## config.mk

```make
export PLATFORM = sky130hd
export DESIGN_NAME = fap_cell
export DESIGN_NICKNAME = d
export VERILOG_FILES = /design/src/fap_pkg.sv /design/src/fap_cell.sv
export SDC_FILE = /design/constraint.sdc
export NUM_CORES = 1
export LEC_CHECK = 0
export ABC_AREA = 1
export BUFFER_PORTS_ARGS = -buffer_cell sky130_fd_sc_hd__buf_2
export CAP_MARGIN = 20
export CELL_PAD_IN_SITES_DETAIL_PLACEMENT = 0
export CELL_PAD_IN_SITES_GLOBAL_PLACEMENT = 1
export CORE_MARGIN = 1.5
export CORE_UTILIZATION = 40
export CTS_BUF_LIST = sky130_fd_sc_hd__clkbuf_4
export DETAILED_ROUTE_END_ITERATION = 8
export PLACE_DENSITY = 0.64
export SYNTH_ARGS = -nofsm -noshare
export SYNTH_HDL_FRONTEND = slang
export SYNTH_SLANG_ARGS = --single-unit
```

## constraint.sdc

```tcl
create_clock -name clk -period 6.2 [get_ports clk]
set_input_delay 0.62 -clock clk [delete_from_list [all_inputs] [get_ports clk]]
set_output_delay 0.62 -clock clk [all_outputs]
set_load 0.1 [all_outputs]
```

## src/fap_pkg.sv

```systemverilog
`default_nettype none
// ----------------------------------------------------------------------------
// Filename pattern access filter package
// Beat type carried along the cell chain, flag masks and outcome codes.
// ----------------------------------------------------------------------------
package fap_pkg;

  localparam logic [31:0] FLAG_ACCMODE = 32'h0000_0003;
  localparam logic [31:0] FLAG_CREATE  = 32'h0000_0040;

  typedef enum logic [2:0] {
    OUT_UNPROTECTED   = 3'd0,
    OUT_WRITE_ALLOWED = 3'd1,
    OUT_WRITE_DENIED  = 3'd2,
    OUT_READ_ALLOWED  = 3'd3,
    OUT_READ_BLOCKED  = 3'd4
  } outcome_t;

  typedef struct packed {
    logic       valid;
    logic       is_name;
    logic       tsel;
    logic [4:0] slot;
    logic [3:0] pos;
    logic [7:0] data;
    logic       adv;
    logic       may_start;
    logic       last;
    logic       wr_req;
    logic       prot;
    logic       hit_w;
    logic       hit_b;
  } beat_t;

endpackage
`default_nettype wire

```

## src/fap_cell.sv

```systemverilog
`default_nettype none
// ----------------------------------------------------------------------------
// Pattern cell
// Holds one slot of both pattern tables and its partial-match vectors, and
// passes each beat on to the next cell with the running hit bits.
// ----------------------------------------------------------------------------
module fap_cell import fap_pkg::*; #(
  parameter int IDX         = 0,
  parameter int PATTERN_LEN = 16
) (
  input  logic  clk,
  input  logic  rst,
  input  logic  enable,
  input  beat_t beat_in,
  output beat_t beat_out
);

  logic [7:0]             pat [2][PATTERN_LEN];
  logic [PATTERN_LEN-1:0] vec [2];
  logic [PATTERN_LEN-1:0] vec_next [2];
  logic [PATTERN_LEN:0]   nz [2];
  logic [PATTERN_LEN-1:0] pre [2];
  logic [PATTERN_LEN-1:0] eq [2];
  logic [PATTERN_LEN-1:0] tail_mask [2];
  logic [1:0]             hit;
  beat_t                  beat_next;

  always_comb begin
    for (int t = 0; t < 2; t++) begin
      nz[t][PATTERN_LEN] = 1'b0;
      for (int j = 0; j < PATTERN_LEN; j++) begin
        nz[t][j] = (pat[t][j] != 8'd0);
      end
      pre[t][0] = nz[t][0];
      for (int j = 1; j < PATTERN_LEN; j++) begin
        pre[t][j] = pre[t][j-1] & nz[t][j];
      end
      for (int j = 0; j < PATTERN_LEN; j++) begin
        eq[t][j]        = pre[t][j] && (pat[t][j] == beat_in.data);
        tail_mask[t][j] = pre[t][j] & ~nz[t][j+1];
      end
      vec_next[t] = {vec[t][PATTERN_LEN-2:0], beat_in.may_start} & eq[t];
      hit[t]      = |(vec_next[t] & tail_mask[t]);
    end
  end

  always_comb begin
    beat_next = beat_in;
    if (beat_in.valid && beat_in.is_name && beat_in.adv) begin
      beat_next.hit_w = beat_in.hit_w | hit[0];
      beat_next.hit_b = beat_in.hit_b | hit[1];
    end
  end

  always_ff @(posedge clk) begin
    if (rst) begin
      for (int t = 0; t < 2; t++) begin
        vec[t] <= '0;
        for (int j = 0; j < PATTERN_LEN; j++) begin
          pat[t][j] <= '0;
        end
      end
    end else if (enable && beat_in.valid) begin
      if (!beat_in.is_name) begin
        if (int'(beat_in.slot) == IDX) begin
          for (int j = 0; j < PATTERN_LEN; j++) begin
            if (int'(beat_in.pos) == j) begin
              pat[beat_in.tsel][j] <= beat_in.data;
            end
          end
        end
      end else if (beat_in.last) begin
        vec[0] <= '0;
        vec[1] <= '0;
      end else if (beat_in.adv) begin
        vec[0] <= vec_next[0];
        vec[1] <= vec_next[1];
      end
    end
  end

  always_ff @(posedge clk) begin
    if (rst) begin
      beat_out <= '0;
    end else if (enable) begin
      beat_out <= beat_next;
    end
  end

endmodule
`default_nettype wire

```

==> impl_metrics.ini, run 1 <==
[run_status]
status = completed

[place]
place.gp.congestion = 0.816
dp.cells = 2209
port-buffer-count = 56
placed_area_um2 = 16900
dp_hpwl_um = 29100

[clocking]
cts_resized = 0
clock_latency_ps = 750
cts_tree = done
cts_setup_buffers = 0
holdBufCountCts = 0
numCtsBuffers = 82
h-tree-depth = 3
cts.clk_slew.worst_paths_ps = 60
cts_root_buffer = clkbuf_4
clk_path_buf_depth = 3
cts_sinks = 313

[layout]
drive_gt1_share_pct = 18.1
fillers = 3861
nets = 1798
areaGrowthSynthToFinish_pct = 11.2
layout.cells.non_filler = 2353
finalInstanceArea_um2 = 17900

[global_routing]
grt_pass1_wl_um = 70800
grt_pass1_vias = 11900
grt_overflow = 0
grt_use_total_pct = 23.1
grt_antenna_before_repair = 1
grt_max_degree = 59

[pwr]
p_per_area_nw_per_um2 = 267
p_leak_nw = 6.79
vdd_ir_drop_max_mv = 0.156

[route]
ant_nets = 0
wire_per_inst_um = 19.9
dr_wl_met2_um = 21500
drt-pass1-iter-count = 6
drt-met1-wl_um = 21400
routed_wl_um = 46900
drc = 0
routed-wl-met3_um = 3250
num_vias = 12400
drtIter0Drc = 1017
highest_layer = met4
via_per_inst = 5.26

[die]
core_area_um2 = 39700
die_w_um = 204
ios = 57
initial_core_util_pct = 40.5
fp.dieH_um = 204
fp.dieArea_um2 = 41400
rows = 73

[sta]
rsz0062_at_grt = no
fin_crit_sh_pct = 54.7
hold_viol = 0
clock_skew_ps = 21.8
timing.final.crit_period_ps = 3390
setup_viol = 0
drv_slew = 0
tightest_slew_ps = 959
fmax_ghz = 0.295
slew_headroom_pct = 36.0
finalSetupTns_ps = 0

[worst_setup_path]
cp-start-kind = primary input
worstSetupPathType = in -> reg
cp_max_fo = 42
arrival_ps = 3800
crit_required_ps = 6610
r2r_setup_slack_ps = 3590
cp-end-kind = register

[logic_synthesis]
synth-seq-area-share_pct = 56.8
syn_inst = 1678
post_synth_num_cell_types = 46
synth_nets = 1708
synth.top_cell.area_share_pct = 53.4
synth-seq-cells = 313
ys_top_cells_by_area = edfxtp_1 (53%), nor2_1 (6.4%), nand2_1 (6.2%), inv_1 (3.4%), dfxtp_1 (3.4%)
synth.largest_area_cell = edfxtp_1
ys_warn_count = 0
synth.avg_cell_area_um2 = 9.59
synth_area_um2 = 16100

[worst_hold_path]
hp-class = in -> reg

[run]
cap_violations = 0
[power by group]
group	internal [W]	switching [W]
Clock	0.000939	0.000857
Sequential	0.00241	0.0000743
Combinational	0.000130	0.000360
Total	0.00348	0.00129
[synth_stat cells, drive strengths merged]
cell type,n
nor3,24
xor2,42
xnor2,57
dfxtp,27
a21oi,53
o211ai,2
clkbuf,30
and2,3
a21boi,7
inv,158
edfxtp,286
nor4,55
a221oi,13
nand3b,8
o22ai,41
and3,1
nand2,280
buf,41
o21ai,62
a211oi,12
clkinv,2
o211a,1
a31oi,1
o2111ai,5
nand4,37
or2,3
nor2,360
a22o,2
nand3,63
o31ai,1
or4,1
[cell families (layout without fill, tap and decap cells)]
family                    after synthesis  in the layout  synth area share (%)
and+or+nand+nor                       835            835                  24.6
xor gates and xnor gates               99             99                  5.39
other                                   0              2                     0
buffers and inverters                 231            379                  5.83
DFF                                   313            313                  56.8
AOI/OAI and AO/OA                     200            200                  7.39
[final timing paths]
| kind | start | cells past startpoint | to |
|---|---|---|---|
| worst min register to register | beat_out[16] | 2 | beat_out[16] |
| worst max register to register | pat[0][113] | 18 | beat_out[1] |
| worst min-delay path | beat_in[2] | 3 | beat_out[2] |
| worst max-delay path | enable | 13 | pat[0][1] |
[registers in the layout, indices dropped and copies added (netlist names)]
| signal | flops |
|---|---|
| pat | 256 |
| vec | 30 |
| beat_out | 27 |
[per-layer routing]
metal	up-vias	global-route usage, %
met5	-	0
met4	0	7.06
met3	55	4.09
met2	438	36.9
met1	5901	32.1
li1	5981	-
[metrics by stage]
| stage | setup slack, ps | utilization (%) | power, W | hold slack, ps |
|---|---|---|---|---|
| finish | 2810 | 45.0 | 0.00477 | 106 |
| detailed placement | 2070 | 42.4 | 0.00302 | 453 |
| global route | 2540 | 45.0 | 0.00497 | 89.6 |
| CTS | 2890 | 45.0 | 0.00482 | 39.4 |
| floorplan | 3280 | - | 0.00287 | 655 |
| global placement | 2140 | 42.4 | 0.00302 | 448 |
[cell usage in the layout, fill, tap and decap left out, types with 3 or more instances in the layout]
| master | synthesis | routed |
|---|---|---|
| nand3_1 | 63 | 63 |
| inv_1 | 145 | 140 |
| nand3b_1 | 8 | 8 |
| a21boi_0 | 7 | 7 |
| inv_4 | 3 | 3 |
| nor4_1 | 54 | 54 |
| edfxtp_1 | 286 | 286 |
| nand2_2 | 3 | 3 |
| nand4_1 | 36 | 36 |
| buf_4 | 2 | 20 |
| nand2_1 | 265 | 265 |
| dfxtp_1 | 27 | 27 |
| clkbuf_4 | 0 | 115 |
| a21oi_1 | 53 | 53 |
| clkinv_1 | 2 | 18 |
| inv_2 | 10 | 16 |
| o21ai_0 | 62 | 62 |
| clkinv_2 | 0 | 8 |
| or2_2 | 3 | 3 |
| xnor2_1 | 57 | 57 |
| a221oi_1 | 13 | 13 |
| nor2_2 | 85 | 85 |
| buf_2 | 32 | 56 |
| nor2_1 | 273 | 273 |
| a211oi_1 | 12 | 12 |
| o22ai_1 | 41 | 41 |
| nand2_8 | 10 | 10 |
| nor3_1 | 22 | 22 |
| xor2_1 | 42 | 42 |
| o2111ai_1 | 5 | 5 |
[area by class of cell]
cell class	count	area (um2)	share of cell area [%]
inverter	160	608	3.40
timing repair buffer	77	450	2.52
tap	525	657	3.67
clock buffer	115	863	4.82
clock inverter	27	164	0.916
sequential	313	9130	51.0
multi-input combinational	1134	6020	33.6
antenna	2	5.00	0.0280
[critical path, cell delays in order]
cell and delay (ps):
buf_2 520, nand2_2 230, inv_2 150, nand2_2 120, nor2_1 410, nor2_1 100
nand3_1 100, nor3_2 60, nand2_4 200, nand2_4 90, inv_4 410, nand2_1 370
nand2_1 370
Note: power is estimated with default switching activity, not from simulation.
==> run 2, diff against run 1 <==
--- a/config.mk
+++ b/config.mk
@@ -14,7 +14,7 @@
 export CORE_UTILIZATION = 40
 export CTS_BUF_LIST = sky130_fd_sc_hd__clkbuf_4
 export DETAILED_ROUTE_END_ITERATION = 8
-export PLACE_DENSITY = 0.64
+export PLACE_DENSITY = 0.67
 export SYNTH_ARGS = -nofsm -noshare
 export SYNTH_HDL_FRONTEND = slang
 export SYNTH_SLANG_ARGS = --single-unit
==> constraint.sdc (replaced) <==
create_clock -name clk -period 3.1 [get_ports clk]
set_input_delay 0.31 -clock clk [delete_from_list [all_inputs] [get_ports clk]]
set_output_delay 0.31 -clock clk [all_outputs]
set_load 0.1 [all_outputs]
==> impl_metrics.ini, run 2 (synthesis gave the netlist of run 1 again) <==
[die]
die_w_um = 204
initial_core_util_pct = 40.5
core_area_um2 = 39700
rows = 73
fp.dieArea_um2 = 41400
ios = 57
fp.dieH_um = 204

[worst_setup_path]
arrival_ps = 3660
cp_max_fo = 4
r2r_start = pat[1][127]
crit_start = pat[1][127]
cp-start-kind = register
cp-end-kind = register
crit_required_ps = 3800
worstSetupPathType = reg -> reg

[worst_hold_path]
min-delay-start = beat_in[5]
hp-class = in -> reg

[route]
wire_per_inst_um = 19.4
ant_nets = 0
drt-pass1-iter-count = 6
drc = 0
via_per_inst = 5.20
routed_wl_um = 47100
num_vias = 12600
drtIter0Drc = 866

[sta]
hold_viol = 0
clock_skew_ps = 48.1
fin_crit_sh_pct = 95.4
rsz0062_at_grt = yes
fmax_ghz = 0.338
drv_slew = 0
finalSetupTns_ps = 0
whs_ps = 70.1
tightest_slew_ps = 855
timing.final.crit_period_ps = 2960
setup_viol = 0
slew_headroom_pct = 43.0

[place]
port-buffer-count = 56
placed_area_um2 = 17400
place.gp.congestion = 0.834
dp_hpwl_um = 30300

[global_routing]
grt_overflow = 0
grt_antenna_before_repair = 2
grt_max_degree = 42
grt_pass1_wl_um = 71900
grt_use_total_pct = 23.2
grt_pass1_vias = 12500

[pwr]
p_per_area_nw_per_um2 = 509
vdd_ir_drop_max_mv = 0.355
power_w = 0.00948
p_leak_nw = 7.18

[layout]
largest-register = pat
reg_top3 = pat (256), vec (30), beat_out (27)
drive_gt1_share_pct = 20.4
nets = 1873
areaGrowthSynthToFinish_pct = 15.7
final_common_cell = edfxtp_1
finalInstanceArea_um2 = 18600
mostFrequentLayoutCells = edfxtp_1 (286), nor2_1 (269), nand2_1 (264)
largest_reg_flops = 256

[clocking]
cts_tree = done
cts_setup_buffers = 0
clk_path_buf_depth = 3
numCtsBuffers = 81
h-tree-depth = 3
cts_root_buffer = clkbuf_4
cts.clk_slew.worst_paths_ps = 70
cts_sinks = 313
clock_latency_ps = 760

[run]
cap_violations = 0

[run_status]
status = completed
==> run 2: timing repair <==
action / CTS / global route
setup endpoints to repair: 0 / 33
gates resized for setup: 0 / 5
endpoints found under the hold margin: 18 / 0
hold buffers: 22 / 0
==> run 2: cell type report <==
cell class,instances,area [um2]
Inverter,160,608
Sequential cell,313,9130
Clock inverter,34,169
Antenna cell,2,5.00
Clock buffer,109,818
Multi-Input combinational cell,1134,6030
Fill cell,3802,21100
Timing Repair Buffer,153,1200
Tap cell,525,657
==> run 2: stage by stage <==
stage                     util [%]  worst slack, ps  instances
final                         46.9              142       2430
after global routing          46.9            -94.0       2430
after CTS                     46.8             18.9       2428
after detailed placement      43.8            -6.38       2263
after global placement        43.8             84.3       2263
after floorplan                  -              485       1678
==> run 2: path summary, 6_finish.rpt <==
kind	end	slack, ps	cells after the start
worst min-delay path	beat_out[5]	70	3
worst max-delay path	beat_out[0]	140	19
worst max register to register	beat_out[0]	140	19
worst min register to register	beat_out[16]	470	2
==> run 2: layer usage <==
layer  wire [um]  GRT usage (%)  up-vias
met4        1010           7.83        0
met2       22300           38.4      372
li1            -              -     6123
met3        2540           3.72       77
met1       21200           31.1     6059
met5           0              0        -
==> run 2: report_power, final <==
part	switching (W)	internal [W]
combinational	0.000728	0.000321
clock	0.00172	0.00173
sequential	0.000151	0.00482
==> run 2: worst max-delay path, stage by stage, from the launching register on <==
cell	delay (ps)
edfxtp_1	390
nor2_1	60
nand2_1	70
inv_1	40
nand2_1	70
nand2_1	90
nor2_2	150
nand4_1	170
nor2_2	160
nand4_1	190
nor2_2	210
nand2_1	80
inv_1	70
nand3_1	90
nor2_1	100
nor2_1	50
nand3_1	140
nand2_1	70
a21oi_1	120
dlygate4sd3_1	550
==> run 3, diff against run 2 <==
--- a/config.mk
+++ b/config.mk
@@ -12,7 +12,6 @@
 export CELL_PAD_IN_SITES_GLOBAL_PLACEMENT = 1
 export CORE_MARGIN = 1.5
 export CORE_UTILIZATION = 40
-export CTS_BUF_LIST = sky130_fd_sc_hd__clkbuf_4
 export DETAILED_ROUTE_END_ITERATION = 8
 export PLACE_DENSITY = 0.67
 export SYNTH_ARGS = -nofsm -noshare
==> impl_metrics.ini, run 3 (synthesis gave the netlist of run 1 again) <==
[die]
fp.dieH_um = 204
ios = 57
die_w_um = 204
initial_core_util_pct = 40.5
rows = 73
core_area_um2 = 39700
fp.dieArea_um2 = 41400

[worst_setup_path]
r2r_setup_slack_ps = 370
cp_top_family = simple AND/OR/NAND/NOR gates
critical-path-max-stage-delay_ps = 390
r2r_start = pat[0][127]
critPathSlowestCell = edfxtp_1
reg2reg_depth = 18
cp_max_fo = 5
path_buf_inv = 2
crit_required_ps = 3560
cp_cell_sequence = nor2_1 -> nand2_1 -> inv_1 -> nand2_1 -> nand2_1 -> nor2_1 -> nand4_1 -> nor2_1 -> nand4_1 -> nor2_2 -> nand3_1 -> nor2_1 -> nand3_1 -> nand2_1 -> inv_1 -> nand3_1 -> nand2_1 -> a21oi_1
cp-end-kind = register
cp_common_cell = nand2_1
r2r-end = beat_out[1]
worstSetupPathType = reg -> reg
cp-start-kind = register
arrival_ps = 3180

[pwr]
power.share.combinational_pct = 10.0
p_clk_share_pct = 41.2
seqPwrFrac_pct = 48.8
p_per_area_nw_per_um2 = 550
p_sw_w = 0.00257
switching_share_pct = 25.2
vdd_ir_drop_max_mv = 0.493
p_leak_nw = 7.05
internal_power_w = 0.00763

[global_routing]
use_met1_pct = 31.4
grt_pass1_wl_um = 71300
grt_use_total_pct = 22.9
grt.busiest_layer = met2
grt_antenna_before_repair = 2
gr-usage-met2_pct = 37.8
grt_overflow = 0
grt_max_degree = 42
grt_pass1_vias = 12100
met3_usage_pct = 3.16

[sta]
setup_viol = 0
clock_skew_ps = 25.3
timing.final.crit_period_ps = 2730
slew_headroom_pct = 43.4
tightest_slew_ps = 849
fmax_ghz = 0.367
drv_slew = 0
fin_crit_sh_pct = 87.9
hold_viol = 0
rsz0062_at_grt = no

[worst_hold_path]
min-delay-start = beat_in[2]
hold_depth = 3
hp-class = in -> reg
hold-path-endpoint = beat_out[2]

[route]
drc = 0
num_vias = 12200
drtIter0Drc = 942
wire_per_inst_um = 19.9
via_per_inst = 5.26
ant_nets = 0
routed_wl_um = 46300
drt-pass1-iter-count = 5

[layout]
mostFrequentLayoutCells = edfxtp_1 (286), nor2_1 (273), nand2_1 (265)
antenna_cells = 0
nets = 1806
finalInstanceArea_um2 = 18600
final_common_cell = edfxtp_1
largest-register = pat
areaGrowthSynthToFinish_pct = 15.4
drive_gt1_share_pct = 17.3
reg_top3 = pat (256), vec (30), beat_out (27)
largest_reg_flops = 256
utilization_pct = 46.7

[clocking]
h-tree-depth = 2
cts_resized = 0
clock_latency_ps = 540
cts_sinks = 313
cts_setup_buffers = 0
holdBufCountCts = 0
clk_path_buf_depth = 3
cts.clk_slew.worst_paths_ps = 60
cts_root_buffer = clkbuf_16
numCtsBuffers = 36
cts_tree = done

[place]
place.gp.congestion = 0.834
dp_hpwl_um = 30300
placed_area_um2 = 17400
port-buffer-count = 56

[run_status]
status = completed

[run]
cap_violations = 0
## run 3: cell types whose count changed in the layout (fill, tap and decap cells not counted), moves of 3 or more
cell | before | now
clkinv_1 | 21 | 5
inv_6 | 0 | 3
nor2_2 | 89 | 85
dlygate4sd3_1 | 22 | 0
clkbuf_4 | 109 | 0
clkbuf_16 | 0 | 37
clkbuf_1 | 0 | 10
nor2_1 | 269 | 273
clkinv_2 | 12 | 5
## run 3: how the worst max path moves through the flow
| stage | from | end | slack (ps) | cells after the start |
|---|---|---|---|---|
| after floorplan | beat_in[21] | pat[1][100] | 490 | 11 |
| after global placement | beat_in[25] | pat[0][52] | 80 | 13 |
| after detailed placement | beat_in[25] | pat[0][41] | -6 | 13 |
| after CTS | pat[0][127] | beat_out[1] | 410 | 18 |
| after global routing | pat[0][127] | beat_out[1] | 120 | 18 |
| final | pat[0][127] | beat_out[1] | 370 | 18 |
## run 3: worst register-to-register path: cells and delay by family, from the launching register on
kind,cells,cell delay [ps]
buffers and inverters,2,90
and+or+nand+nor,15,2090
DFF,1,390
AOI/OAI and AO/OA,1,110
## run 3: layout make-up
type                    instances  area (um2)
fillers                      3761       21200
flip-flops and latches        313        9130
multi-input cells            1134        6020
clock buffers                  49         991
repair buffers                131         981
well taps                     525         657
inverters                     160         608
clock inverters                17         176
## run 3: per-stage QoR
stage	setup WS [ps]	std cells	total power (W)	TNS, ps	hold WS [ps]
finish	374	2329	0.0102	0	16.1
global route	124	2329	0.0106	0	25.1
CTS	407	2329	0.0103	0	4.36
detailed placement	-6.38	2263	0.00609	-50.0	456
global placement	84.3	2263	0.00608	0	454
floorplan	485	1678	0.00573	0	379
## run 3: per-layer routing
metal	vias up	wire [um]
met1	5913	21100
met5	-	0
met3	58	2450
met2	334	21800
met4	0	904
li1	5939	-
## run 3: power by group through the flow
stage / combinational (W) / clock, W / sequential [W]
floorplan: 0.000546 / 0 / 0.00519
global placement: 0.00102 / 0 / 0.00506
detailed placement: 0.00103 / 0 / 0.00506
CTS: 0.00103 / 0.00426 / 0.00497
global route: 0.00112 / 0.00444 / 0.00500
finish: 0.00102 / 0.00420 / 0.00497
